==> src/hdl/arfmt_pkg.sv <==
package arfmt_pkg;

  typedef enum logic {
    CMD_PUSH  = 1'b0,
    CMD_FETCH = 1'b1
  } cmd_kind_t;

  typedef struct packed {
    cmd_kind_t  kind;
    logic [7:0] data_byte;
  } cmd_t;

  typedef enum logic [1:0] {
    ST_IDLE,
    ST_READ,
    ST_EMIT
  } eng_state_t;

  typedef logic [1:0] status_t;

  localparam status_t STATUS_DATA      = 2'd0;
  localparam status_t STATUS_PREBUF    = 2'd1;
  localparam status_t STATUS_UNDERFLOW = 2'd2;

  localparam logic MODE_16 = 1'b0;
  localparam logic MODE_32 = 1'b1;

  localparam logic [3:0] BYTES_16 = 4'd4;
  localparam logic [3:0] BYTES_32 = 4'd8;

endpackage

==> src/hdl/arfmt_cmd_queue.sv <==
module arfmt_cmd_queue (
  input  logic             clk,
  input  logic             rst_n,
  input  logic             in_valid,
  output logic             in_ready,
  input  logic             in_action,
  input  logic [7:0]       in_data_byte,
  output logic             cmd_valid,
  input  logic             cmd_ready,
  output arfmt_pkg::cmd_t  cmd
);

  arfmt_pkg::cmd_t q_r [2];
  logic            head_r, head_nxt;
  logic [1:0]      count_r, count_nxt;
  logic            tail;
  logic            push;
  logic            pop;
  arfmt_pkg::cmd_t new_cmd;

  assign in_ready  = (count_r != 2'd2);
  assign cmd_valid = (count_r != 2'd0);
  assign cmd       = q_r[head_r];
  assign push      = in_valid && in_ready;
  assign pop       = cmd_valid && cmd_ready;
  assign tail      = head_r ^ (count_r == 2'd1);

  always_comb begin
    new_cmd.kind      = in_action ? arfmt_pkg::CMD_FETCH : arfmt_pkg::CMD_PUSH;
    new_cmd.data_byte = in_data_byte;
  end

  always_comb begin
    head_nxt  = pop ? ~head_r : head_r;
    count_nxt = count_r + {1'b0, push} - {1'b0, pop};
  end

  always_ff @(posedge clk) begin
    if (!rst_n) begin
      head_r  <= 1'b0;
      count_r <= 2'd0;
    end else begin
      head_r  <= head_nxt;
      count_r <= count_nxt;
    end
  end

  always_ff @(posedge clk) begin
    if (push) begin
      q_r[tail] <= new_cmd;
    end
  end

endmodule

==> config.mk <==
export PLATFORM = sky130hd
export DESIGN_NAME = arfmt_cmd_queue
export DESIGN_NICKNAME = d
export VERILOG_FILES = /design/src/hdl/arfmt_pkg.sv /design/src/hdl/arfmt_cmd_queue.sv
export SDC_FILE = /design/constraint.sdc
export NUM_CORES = 1
export LEC_CHECK = 0
export ABC_AREA = 1
export BUFFER_PORTS_ARGS = -buffer_cell sky130_fd_sc_hd__buf_2
export CORE_MARGIN = 2
export CORE_UTILIZATION = 50
export CTS_CLUSTER_SIZE = 28
export DETAILED_ROUTE_END_ITERATION = 7
export GPL_TIMING_DRIVEN = 0
export PLACE_DENSITY = 0.87
export SYNTH_ARGS = -nofsm -noshare
export SYNTH_HDL_FRONTEND = slang
export SYNTH_SLANG_ARGS = --single-unit
==> constraint.sdc <==
create_clock -name clk -period 1.75 [get_ports clk]
set_input_delay 0.35 -clock clk [delete_from_list [all_inputs] [get_ports clk]]
set_output_delay 0.35 -clock clk [all_outputs]
set_load 0.01 [all_outputs]
# Yosys cells after proc, flatten, opt, wreduce, memory -nomap -nowiden
# Memory sizes are Yosys's and may differ from the RTL's. A register that Yosys moved wholly into a read port is not among the register bits.
# Index checks and enable logic that the tools add are counted.
dict set report totals {
  ramBits 18
  input_bits 13
  register_bits 3
  wordCells 17
  out_inout_bits 11
  memories 1
}
# memory depth width read_ports rd_clocked_by_memory_dff wr line
set mem_list {}
lappend mem_list {q_r 2 9 1 1 1 arfmt_cmd_queue.sv:13} ;# arfmt_pkg::cmd_t q_r [2];
dict set report op_classes {
  bitwise_logic 2
  n_reduce_logical 3
  eq_ne 2
  mux 5
  addsub 2
}
# operator count
set op_table {}
lappend op_table {{$mux 1} 5}
lappend op_table {{$add 2x1->2} 1}
lappend op_table {{$eq 2x1->1 const B} 1}
lappend op_table {{$logic_and 1x1->1} 2}
lappend op_table {{$ne 2x2->1 const B} 1}
lappend op_table {{$reduce_bool 2->1} 1}
lappend op_table {{$sub 2x1->2} 1}
lappend op_table {{$not 1->1} 1}
lappend op_table {{$xor 1x1->1} 1}

# Longest topological paths before layout
# Gate-level depths: netlist (run 1).
dict set report depth {
  depth_word 4
  depth_mapped 11
  ltp_nobuf 11
}

# Least setup slack after synthesis (run 1)
# Ideal clock, no wire load.
dict set report synth_timing {
  path_type {register -> register}
  from {reg count_r[0]}
  to {mem q_r[0][0] (netlist name), enable pin}
  t_arrival_ns 1.126
  required_time_ns 1.372
  synth_period_minus_slack_ns 1.504
  setup_time_ns 0.378
  slack_ns 0.246
  path_buffers 0
  stages_incl_launch_ff 5
  path_cell_list {dfxtp_1 -> inv_2 -> nand2_1 -> nand2_1 -> a21oi_1}
}
dict set report synth_via {
  elab_chain_cells 4
  word_cells_on_any_way 6
  classes_between {eq/ne (2); mux (2); bitwise (1); reduce/logical (1)}
}
# item line
set synth_rtl {}
lappend synth_rtl {{start: declaration} arfmt_cmd_queue.sv:15} ;# logic [1:0] count_r, count_nxt;
lappend synth_rtl {{start signal: assignment} arfmt_cmd_queue.sv:44} ;# count_r <= count_nxt;
lappend synth_rtl {{$ne 2x2->1} arfmt_cmd_queue.sv:21} ;# assign in_ready = (count_r != 2'd2);
lappend synth_rtl {{named net in_ready} arfmt_cmd_queue.sv:5} ;# output logic in_ready,
lappend synth_rtl {{$logic_and 1x1->1} arfmt_cmd_queue.sv:24} ;# assign push = in_valid && in_ready;
lappend synth_rtl {{$mux 1} arfmt_cmd_queue.sv:49} ;# if (push) begin
lappend synth_rtl {{$mux 1 (not written as such)} arfmt_cmd_queue.sv:50} ;# q_r[tail] <= new_cmd;
lappend synth_rtl {{end: declaration} arfmt_cmd_queue.sv:13}
# The timed path passes the listed nets, and every way through them passes these cells.

# Final worst setup path (run 1)
dict set report layout_timing {
  from {reg count_r[0]}
  to {mem q_r[1][8] (netlist name), enable pin}
}
dict set report layout_via {
  elab_chain_cells 4
  word_cells_on_any_way 6
  classes_between {eq/ne (2); mux (2); bitwise (1); reduce/logical (1)}
}
# item line
set layout_rtl {}
lappend layout_rtl {{$ne 2x2->1} arfmt_cmd_queue.sv:21}
lappend layout_rtl {{$logic_and 1x1->1} arfmt_cmd_queue.sv:24}
lappend layout_rtl {{$mux 1} arfmt_cmd_queue.sv:49}
lappend layout_rtl {{$mux 1 (not written as such)} arfmt_cmd_queue.sv:50}
# Several ways; a longest one is shown, not always the timed one.

==> summary.md, run 1 <==
| Metric | Value |
|---|---|
| Status | `finished clean` |
| Die area | `2190 um2` |
| Share of total power in combinational logic | `0.391` |
| Synth unique cells | `14` |
| GP Congestion | `0.7045` |
| Pins Over Slew Limit | `0` |
| Critical Path Sink Type | `flip-flop` |
| Clock transition at the registers of the reported paths | `100 ps` |
| Met3 WL | `71 um` |
| Final Util | `0.6304` |
| Critical path launch point type | `flip-flop` |
| Worst-skew pair later-pin latency | `280 ps` |
| Placed Area | `1062 um2` |
| Met2 wire length | `592 um` |
| Setup TNS | `0 ps` |
| Number of antenna diodes | `0` |
| Row count | `15` |
| Slew headroom | `0.4908` |
| # setup viols final | `0` |
| Crit path largest cell delay | `590 ps` |
| First-pass DRT Iterations | `2` |
| Layout Nets | `106` |
| Lkg Pwr | `0.4645 nW` |
| Yosys warns | `0` |
| Cell Chain, Critical Path | `inv_2 -> o21bai_1 -> nand2_1 -> nor2_1` |
| Vias in the first global route | `407` |
| Syn_area_per_cell | `14.54 um2` |
| Power Density | `1523 nW/um2` |
| Max Used Layer | `met4` |
| Top post-synthesis cells by area | `edfxtp_1 59%, mux2_4 15%, dfxtp_1 8.7%` |
| Levels on crit path | `4` |
| Hold Path Depth | `1` |
| Mapped Cells | `63` |
| Share of power burned in registers | `0.484` |
| Worst min path class | `in2reg` |
| Actual slew at the worst max-slew pin | `761.0 ps` |
| CTS tree | `done` |
| Deepest clock path buffer count | `2` |
| Sw frac | `0.3199` |
| Num CTS Buffers | `3` |
| Synth Register Bits | `22` |
| Peak Freq | `592.9 MHz` |
| Clk sinks | `22` |
| Final Skew | `1.627 ps` |
| Initial Util | `0.5304` |
| Tot GR Track Use | `0.1100` |
| Fin. Hold Viols | `0` |
| Worst Path Arrival | `1610 ps` |
| Die Span X | `46.80 um` |
| Crit path max-delay family | `simple AND/OR/NAND/NOR gates` |
| Max Fanout on Critical Path | `9` |
| Final instance area | `1089 um2` |
| Via count | `519` |
| H-Tree Depth | `1` |
| Buf/Inv on CP | `1` |
| Synth top area share | `0.5902` |
| Max_cap viols | `0` |
| First DRT Iteration DRCs | `7` |
| Wl on met1 | `523 um` |
| First-pass GRT wire length | `1.669 mm` |
| Worst reg-to-reg path cell count | `4` |
| Net switching power | `0.5303 mW` |
| Clock share of power | `0.125` |
| GR Overflow Total | `0` |
| RSZ-0062 raised after global routing | `false` |
| Vias per inst | `4.553` |
| Final worst-path cycle share | `0.9638` |
| IO Port Bufs | `23` |
| DRT Wirelength | `1.194 mm` |
| Boundary Pins | `24` |
| Wire per inst | `10.47 um` |
| Hold-fix buffers, CTS | `0` |
| Top cell type by total area after synthesis | `edfxtp_1` |
| Core Area | `1727 um2` |
| Internal | `1.127 mW` |
| Post-Synthesis Cell Area | `915.9 um2` |
| Total power | `1.658 mW` |
| Antenna viol nets, final | `0` |
| Syn nets | `78` |
| Register area share after synthesis | `0.6776` |
| Tmin final | `1687 ps` |
| DIE HEIGHT | `46.80 um` |
| Initial antenna violation count | `0` |
| DRC viols | `0` |
| Clk root buf | `clkbuf_4` |
| Share of cells above drive strength 1 | `0.4494` |
| CP required | `1680 ps` |
| Worst vdd ir | `0.001026 V` |
| Hpwl dp | `909.7 um` |
| Largest net degree at the start of global routing | `12` |
| Setup CP Type | `reg2reg` |
| Slowest stage cell, crit path | `nor2_1` |
| Layout area overhead | `18.85%` |
==> worst paths after layout <==
check,slack [ps],startpoint,end
worst max-delay path,60,count_r[0],q_r[1][8]
worst max register to register,60,count_r[0],q_r[1][8]
worst min register to register,570,head_r,head_r
worst min-delay path,250,in_action,q_r[1][8]
==> stage by stage <==
| step | std cells | setup slack (ps) | hold slack (ps) |
|---|---|---|---|
| finish | 114 | 63.43 | 249.5 |
| global route | 114 | 8.514 | 232.7 |
| CTS | 114 | 57.51 | 245.6 |
| detailed placement | 111 | 74.38 | 542.3 |
| global placement | 111 | 102.9 | 537.3 |
| floorplan | 63 | 245.9 | 443.5 |
==> placed cells by master (no fill, tap or decap) <==
master,n
nand2_1,8
nor2_1,6
buf_2,23
edfxtp_1,18
inv_1,6
inv_2,1
a21oi_1,1
dfxtp_1,4
nand2_2,1
o21bai_1,1
mux2_4,9
nor2_2,1
a21oi_2,1
clkbuf_4,3
buf_6,1
ha_1,2
nand3_1,3
==> cell usage after synthesis <==
| library cell | instances |
|---|---|
| edfxtp_1 | 18 |
| mux2_4 | 9 |
| nand2_1 | 8 |
| inv_1 | 6 |
| nor2_1 | 6 |
| dfxtp_1 | 4 |
| nand3_1 | 3 |
| a21oi_1 | 2 |
| ha_1 | 2 |
| buf_6 | 1 |
| inv_2 | 1 |
| nand2_2 | 1 |
| nor2_2 | 1 |
| o21bai_1 | 1 |
==> power groups by stage <==
stage                     registers (mW)  logic, mW  clock network (mW)
after global placement             0.807      0.631                   0
after detailed placement           0.816      0.648                   0
after floorplan                    0.800      0.477                   0
final                              0.803      0.648               0.207
after CTS                          0.804      0.649               0.209
after global routing               0.815      0.720               0.231
==> area by class of cell <==
cell class / instances / area, um2
clock buffer: 3 / 22.52
tap: 25 / 31.28
timing repair buffer: 23 / 115.1
fill: 140 / 638.1
multi-input combinational: 33 / 261.5
inverter: 7 / 26.28
buffer: 1 / 11.26
sequential: 22 / 620.6
==> registers in the layout (all words and copies together) (netlist names), named ones only <==
register and count:
count_r 2, head_r 1, q_r 18
==> kinds of logic (layout without fill, tap and decap cells) <==
| group | after synthesis | count (layout) | synth area share |
|---|---|---|---|
| fa+ha+maj | 2 | 2 | 0.02732 |
| flops | 22 | 22 | 0.6776 |
| compound gates | 3 | 3 | 0.01913 |
| simple gates | 19 | 19 | 0.08744 |
| mux | 9 | 9 | 0.1475 |
| buf+inv | 8 | 34 | 0.04098 |
==> what timing repair did <==
| action | CTS | global route |
|---|---|---|
| endpoints found under the setup margin | 0 | 9 |
| resized for setup | 0 | 1 |
| setup buffers | 0 | 0 |
==> metal layers <==
metal | up-vias | GRT usage
met2 | 15 | 0.2000
met1 | 231 | 0.1279
met3 | 2 | 0.03846
li1 | 271 | -
met5 | - | 0
met4 | 0 | 0.01667
Note: power is estimated with default switching activity, not from simulation.
==> run 2: changes to the inputs <==
- ABC_AREA: 1 -> 0
- CORE_UTILIZATION: 50 -> 49
- PLACE_DENSITY: 0.87 -> 0.86
==> run 2 against run 1 <==
Net effect:
- clock skew is 9.1 ps higher
- cell area rose by 1.3%
- core utilization grew 1.5 points
- critical endpoint is now cmd[1]
- hold slack worse by 21 ps
- largest power group unchanged
- synthesized area is 3.0% lower
==> summary.md, run 2 <==
| Metric | Value |
|---|---|
| Status | `finished clean (unchanged)` |
| Die Span X | `46.58 um (was 46.80 um)` |
| Synth unique cells | `18 (was 14)` |
| RSZ-0062 raised after global routing | `false (unchanged)` |
| Syn nets | `67 (was 78)` |
| Worst min path class | `in2reg (unchanged)` |
| Vias in the first global route | `466 (was 407)` |
| Most common cell in the netlist | `edfxtp_1 (unchanged)` |
| DRT Wirelength | `1.226 mm (was 1.194 mm)` |
| Wire per inst | `11.79 um (was 10.47 um)` |
| Most frequent cells in the layout | `23 x buf_2, 18 x edfxtp_1, 9 x mux2_2 (was 23 x buf_2, 18 x edfxtp_1, 9 x mux2_4)` |
| Initial Util | `0.5201 (was 0.5304)` |
| Worst hold path startpoint | `in_action (unchanged)` |
| Die area | `2170 um2 (was 2190 um2)` |
| Number of antenna diodes | `0 (unchanged)` |
| Tot GR Track Use | `0.1237 (was 0.1100)` |
| Tmin final | `1668 ps (was 1687 ps)` |
| Antenna viol nets, final | `0 (unchanged)` |
| Worst-skew pair later-pin latency | `300 ps (was 280 ps)` |
| Vias per inst | `4.692 (was 4.553)` |
| End of the worst register-to-register path | `count_r[1] (was q_r[1][8])` |
| CTS tree | `done (unchanged)` |
| Layout area overhead | `24.08% (was 18.85%)` |
| DRC viols | `0 (unchanged)` |
| Mapped Cells | `52 (was 63)` |
| Final worst-path cycle share | `0.9533 (was 0.9638)` |
| Post-CTS Setup Bufs | `0 (unchanged)` |
| Initial antenna violation count | `0 (unchanged)` |
| Final Skew | `10.69 ps (was 1.627 ps)` |
| Deepest clock path buffer count | `2 (unchanged)` |
| Top reg by flops | `q_r (unchanged)` |
| Largest net degree at the start of global routing | `14 (was 12)` |
| Dpl ws | `94.95 ps (was 74.38 ps)` |
| Post-synth EDFFs | `18 (unchanged)` |
| Layout Nets | `95 (was 106)` |
| Max reg flops | `18 (unchanged)` |
| DIE HEIGHT | `46.58 um (was 46.80 um)` |
| Register area share after synthesis | `0.6986 (was 0.6776)` |
| Top_reg_cell synth | `edfxtp_1 (unchanged)` |
| Clk root buf | `clkbuf_4 (unchanged)` |
| Post-synth top cells | `18 x edfxtp_1, 9 x mux2_2, 4 x dfxtp_1 (was 18 x edfxtp_1, 9 x mux2_4, 8 x nand2_1)` |
| Yosys warns | `0 (unchanged)` |
| IO Port Bufs | `23 (unchanged)` |
| Worst reg-to-reg path cell count | `7 (was 4)` |
| Commonest non-fill, non-tap cell in the layout | `buf_2 (unchanged)` |
| Slew headroom | `0.6658 (was 0.4908)` |
| Post-Synthesis Cell Area | `888.4 um2 (was 915.9 um2)` |
| Cells after DPL | `100 (was 111)` |
| Final worst slack | `81.80 ps (was 63.43 ps)` |
| CP required | `1400 ps (was 1680 ps)` |
| Lkg Pwr | `0.4375 nW (was 0.4645 nW)` |
| Share of cells above drive strength 1 | `0.5316 (was 0.4494)` |
| Setup TNS | `0 ps (unchanged)` |
| First DRT Iteration DRCs | `1 (was 7)` |
| Slowest stage cell, crit path | `mux2_2 (was nor2_1)` |
| Top post-synthesis cells by area | `edfxtp_1 61%, mux2_2 11%, dfxtp_1 9.0% (was edfxtp_1 59%, mux2_4 15%, dfxtp_1 8.7%)` |
| Fin. Hold Viols | `0 (unchanged)` |
| Pins Over Slew Limit | `0 (unchanged)` |
| Boundary Pins | `24 (unchanged)` |
| R2R Path Start | `count_r[1] (was count_r[0])` |
| First-pass DRT Iterations | `2 (unchanged)` |
| Worst Path Arrival | `1320 ps (was 1610 ps)` |
| Clk sinks | `22 (unchanged)` |
| Cell Chain, Critical Path | `clkbuf_4 -> mux2_2 -> buf_2 (was inv_2 -> o21bai_1 -> nand2_1 -> nor2_1)` |
| Syn_area_per_cell | `17.08 um2 (was 14.54 um2)` |
| Critical path launch point type | `flip-flop (unchanged)` |
| Actual slew at the worst max-slew pin | `501.3 ps (was 761.0 ps)` |
| Max Fanout on Critical Path | `9 (unchanged)` |
| GR Overflow Total | `0 (unchanged)` |
| Max_cap viols | `0 (unchanged)` |
| Row count | `15 (unchanged)` |
| Non-Filler Instances | `104 (was 114)` |
| Total power | `1.749 mW (was 1.658 mW)` |
| Num CTS Buffers | `3 (unchanged)` |
| Worst vdd ir | `0.001102 V (was 0.001026 V)` |
| Clock transition at the registers of the reported paths | `120 ps (was 100 ps)` |
| First-pass GRT wire length | `1.800 mm (was 1.669 mm)` |
| Biggest regs | `q_r x18, count_r x2, head_r x1 (unchanged)` |
| Synth Register Bits | `22 (unchanged)` |
| Synth top area share | `0.6085 (was 0.5902)` |
| Top cell type by total area after synthesis | `edfxtp_1 (unchanged)` |
| Hold endpoint | `q_r[1][8] (unchanged)` |
| Worst hold slack | `228.7 ps (was 249.5 ps)` |
| Hpwl dp | `870.4 um (was 909.7 um)` |
| Setup CP Type | `reg2out (was reg2reg)` |
| Synth async-reset ratio | `0 (unchanged)` |
| Crit path largest cell delay | `340 ps (was 590 ps)` |
| H-Tree Depth | `1 (unchanged)` |
| Core Area | `1708 um2 (was 1727 um2)` |
| GP Congestion | `0.6171 (was 0.7045)` |
| Power Density | `1587 nW/um2 (was 1523 nW/um2)` |
| Hold Path Depth | `1 (unchanged)` |
| # setup viols final | `0 (unchanged)` |
| R2r setup slk | `190 ps (was 60 ps)` |
| Peak Freq | `599.4 MHz (was 592.9 MHz)` |
| Via count | `488 (was 519)` |
| Critical Path Sink Type | `output port (was flip-flop)` |
==> run 2: cell types whose count changed in the layout (fill, tap and decap cells not counted), sizes merged, moves of 2 or more <==
| cell | change |
|---|---|
| nand2 | -6 |
| o22ai | +2 |
| nand2b | +3 |
| nand3 | -3 |
| nor2 | -7 |
| inv | -6 |
| mux2i | +2 |
| a21oi | -2 |
==> run 2: final cells by class <==
type	count	area (um2)
Buffer	1	7.507
Clock buffer	3	22.52
Clock inverter	1	30.03
Fill cell	129	605.6
Inverter	1	3.754
Multi-Input combinational cell	28	271.5
Sequential cell	22	620.6
Tap cell	25	31.28
Timing Repair Buffer	23	115.1
==> run 2: layer usage <==
metal / track usage / part of all wire
met5: 0 / 0
met3: 0.04314 / 0.063
met2: 0.2361 / 0.55
met1: 0.1162 / 0.37
met4: 0.05143 / 0.016
==> run 2: cells by family after synthesis <==
| group | Yosys count | synth area share |
|---|---|---|
| compound gates | 3 | 0.02254 |
| xor+xnor | 2 | 0.03521 |
| fa+ha+maj | 2 | 0.02816 |
| buf+inv | 2 | 0.009850 |
| flops | 22 | 0.6986 |
| mux | 11 | 0.1366 |
| simple gates | 10 | 0.06903 |
==> run 2: worst max-delay path by stage <==
stage | to | cells past startpoint | slack [ps] | start
after CTS | cmd[7] | 3 | 40 | flip-flop
after floorplan | count_r[1] | 7 | 250 | count_r[1]
after detailed placement | q_r[1][5] | 2 | 90 | count_r[0]
after global placement | q_r[0][0] | 2 | 130 | count_r[0]
after global routing | cmd[6] | 3 | 20 | flip-flop
final | cmd[1] | 3 | 80 | flip-flop
==> run 2: what timing repair did <==
item | in CTS | in global routing
gates resized for setup | 0 | 3
endpoints found under the setup margin | 0 | 18
hold buffers | 0 | 0
==> run 2: stage by stage <==
stage | utilization | instance area [um2]
floorplan | - | 888.4
global placement | 0.6059 | 1035
detailed placement | 0.6059 | 1035
CTS | 0.6366 | 1087
global route | 0.6454 | 1102
finish | 0.6454 | 1102
==> run 2: power breakdown <==
| part | internal (mW) | leakage (nW) | total [mW] | switching [mW] |
|---|---|---|---|---|
| Combinational | 0.294 | 0.208 | 0.582 | 0.288 |
| Clock | 0.231 | 0.0279 | 0.376 | 0.145 |
| Sequential | 0.736 | 0.201 | 0.791 | 0.0554 |
==> run 2: critical path: cells and delay by family (launching register included) <==
family	cells	cell delay [ps]
multiplexers	1	340
buffers and inverters	2	340
flip-flops	1	330
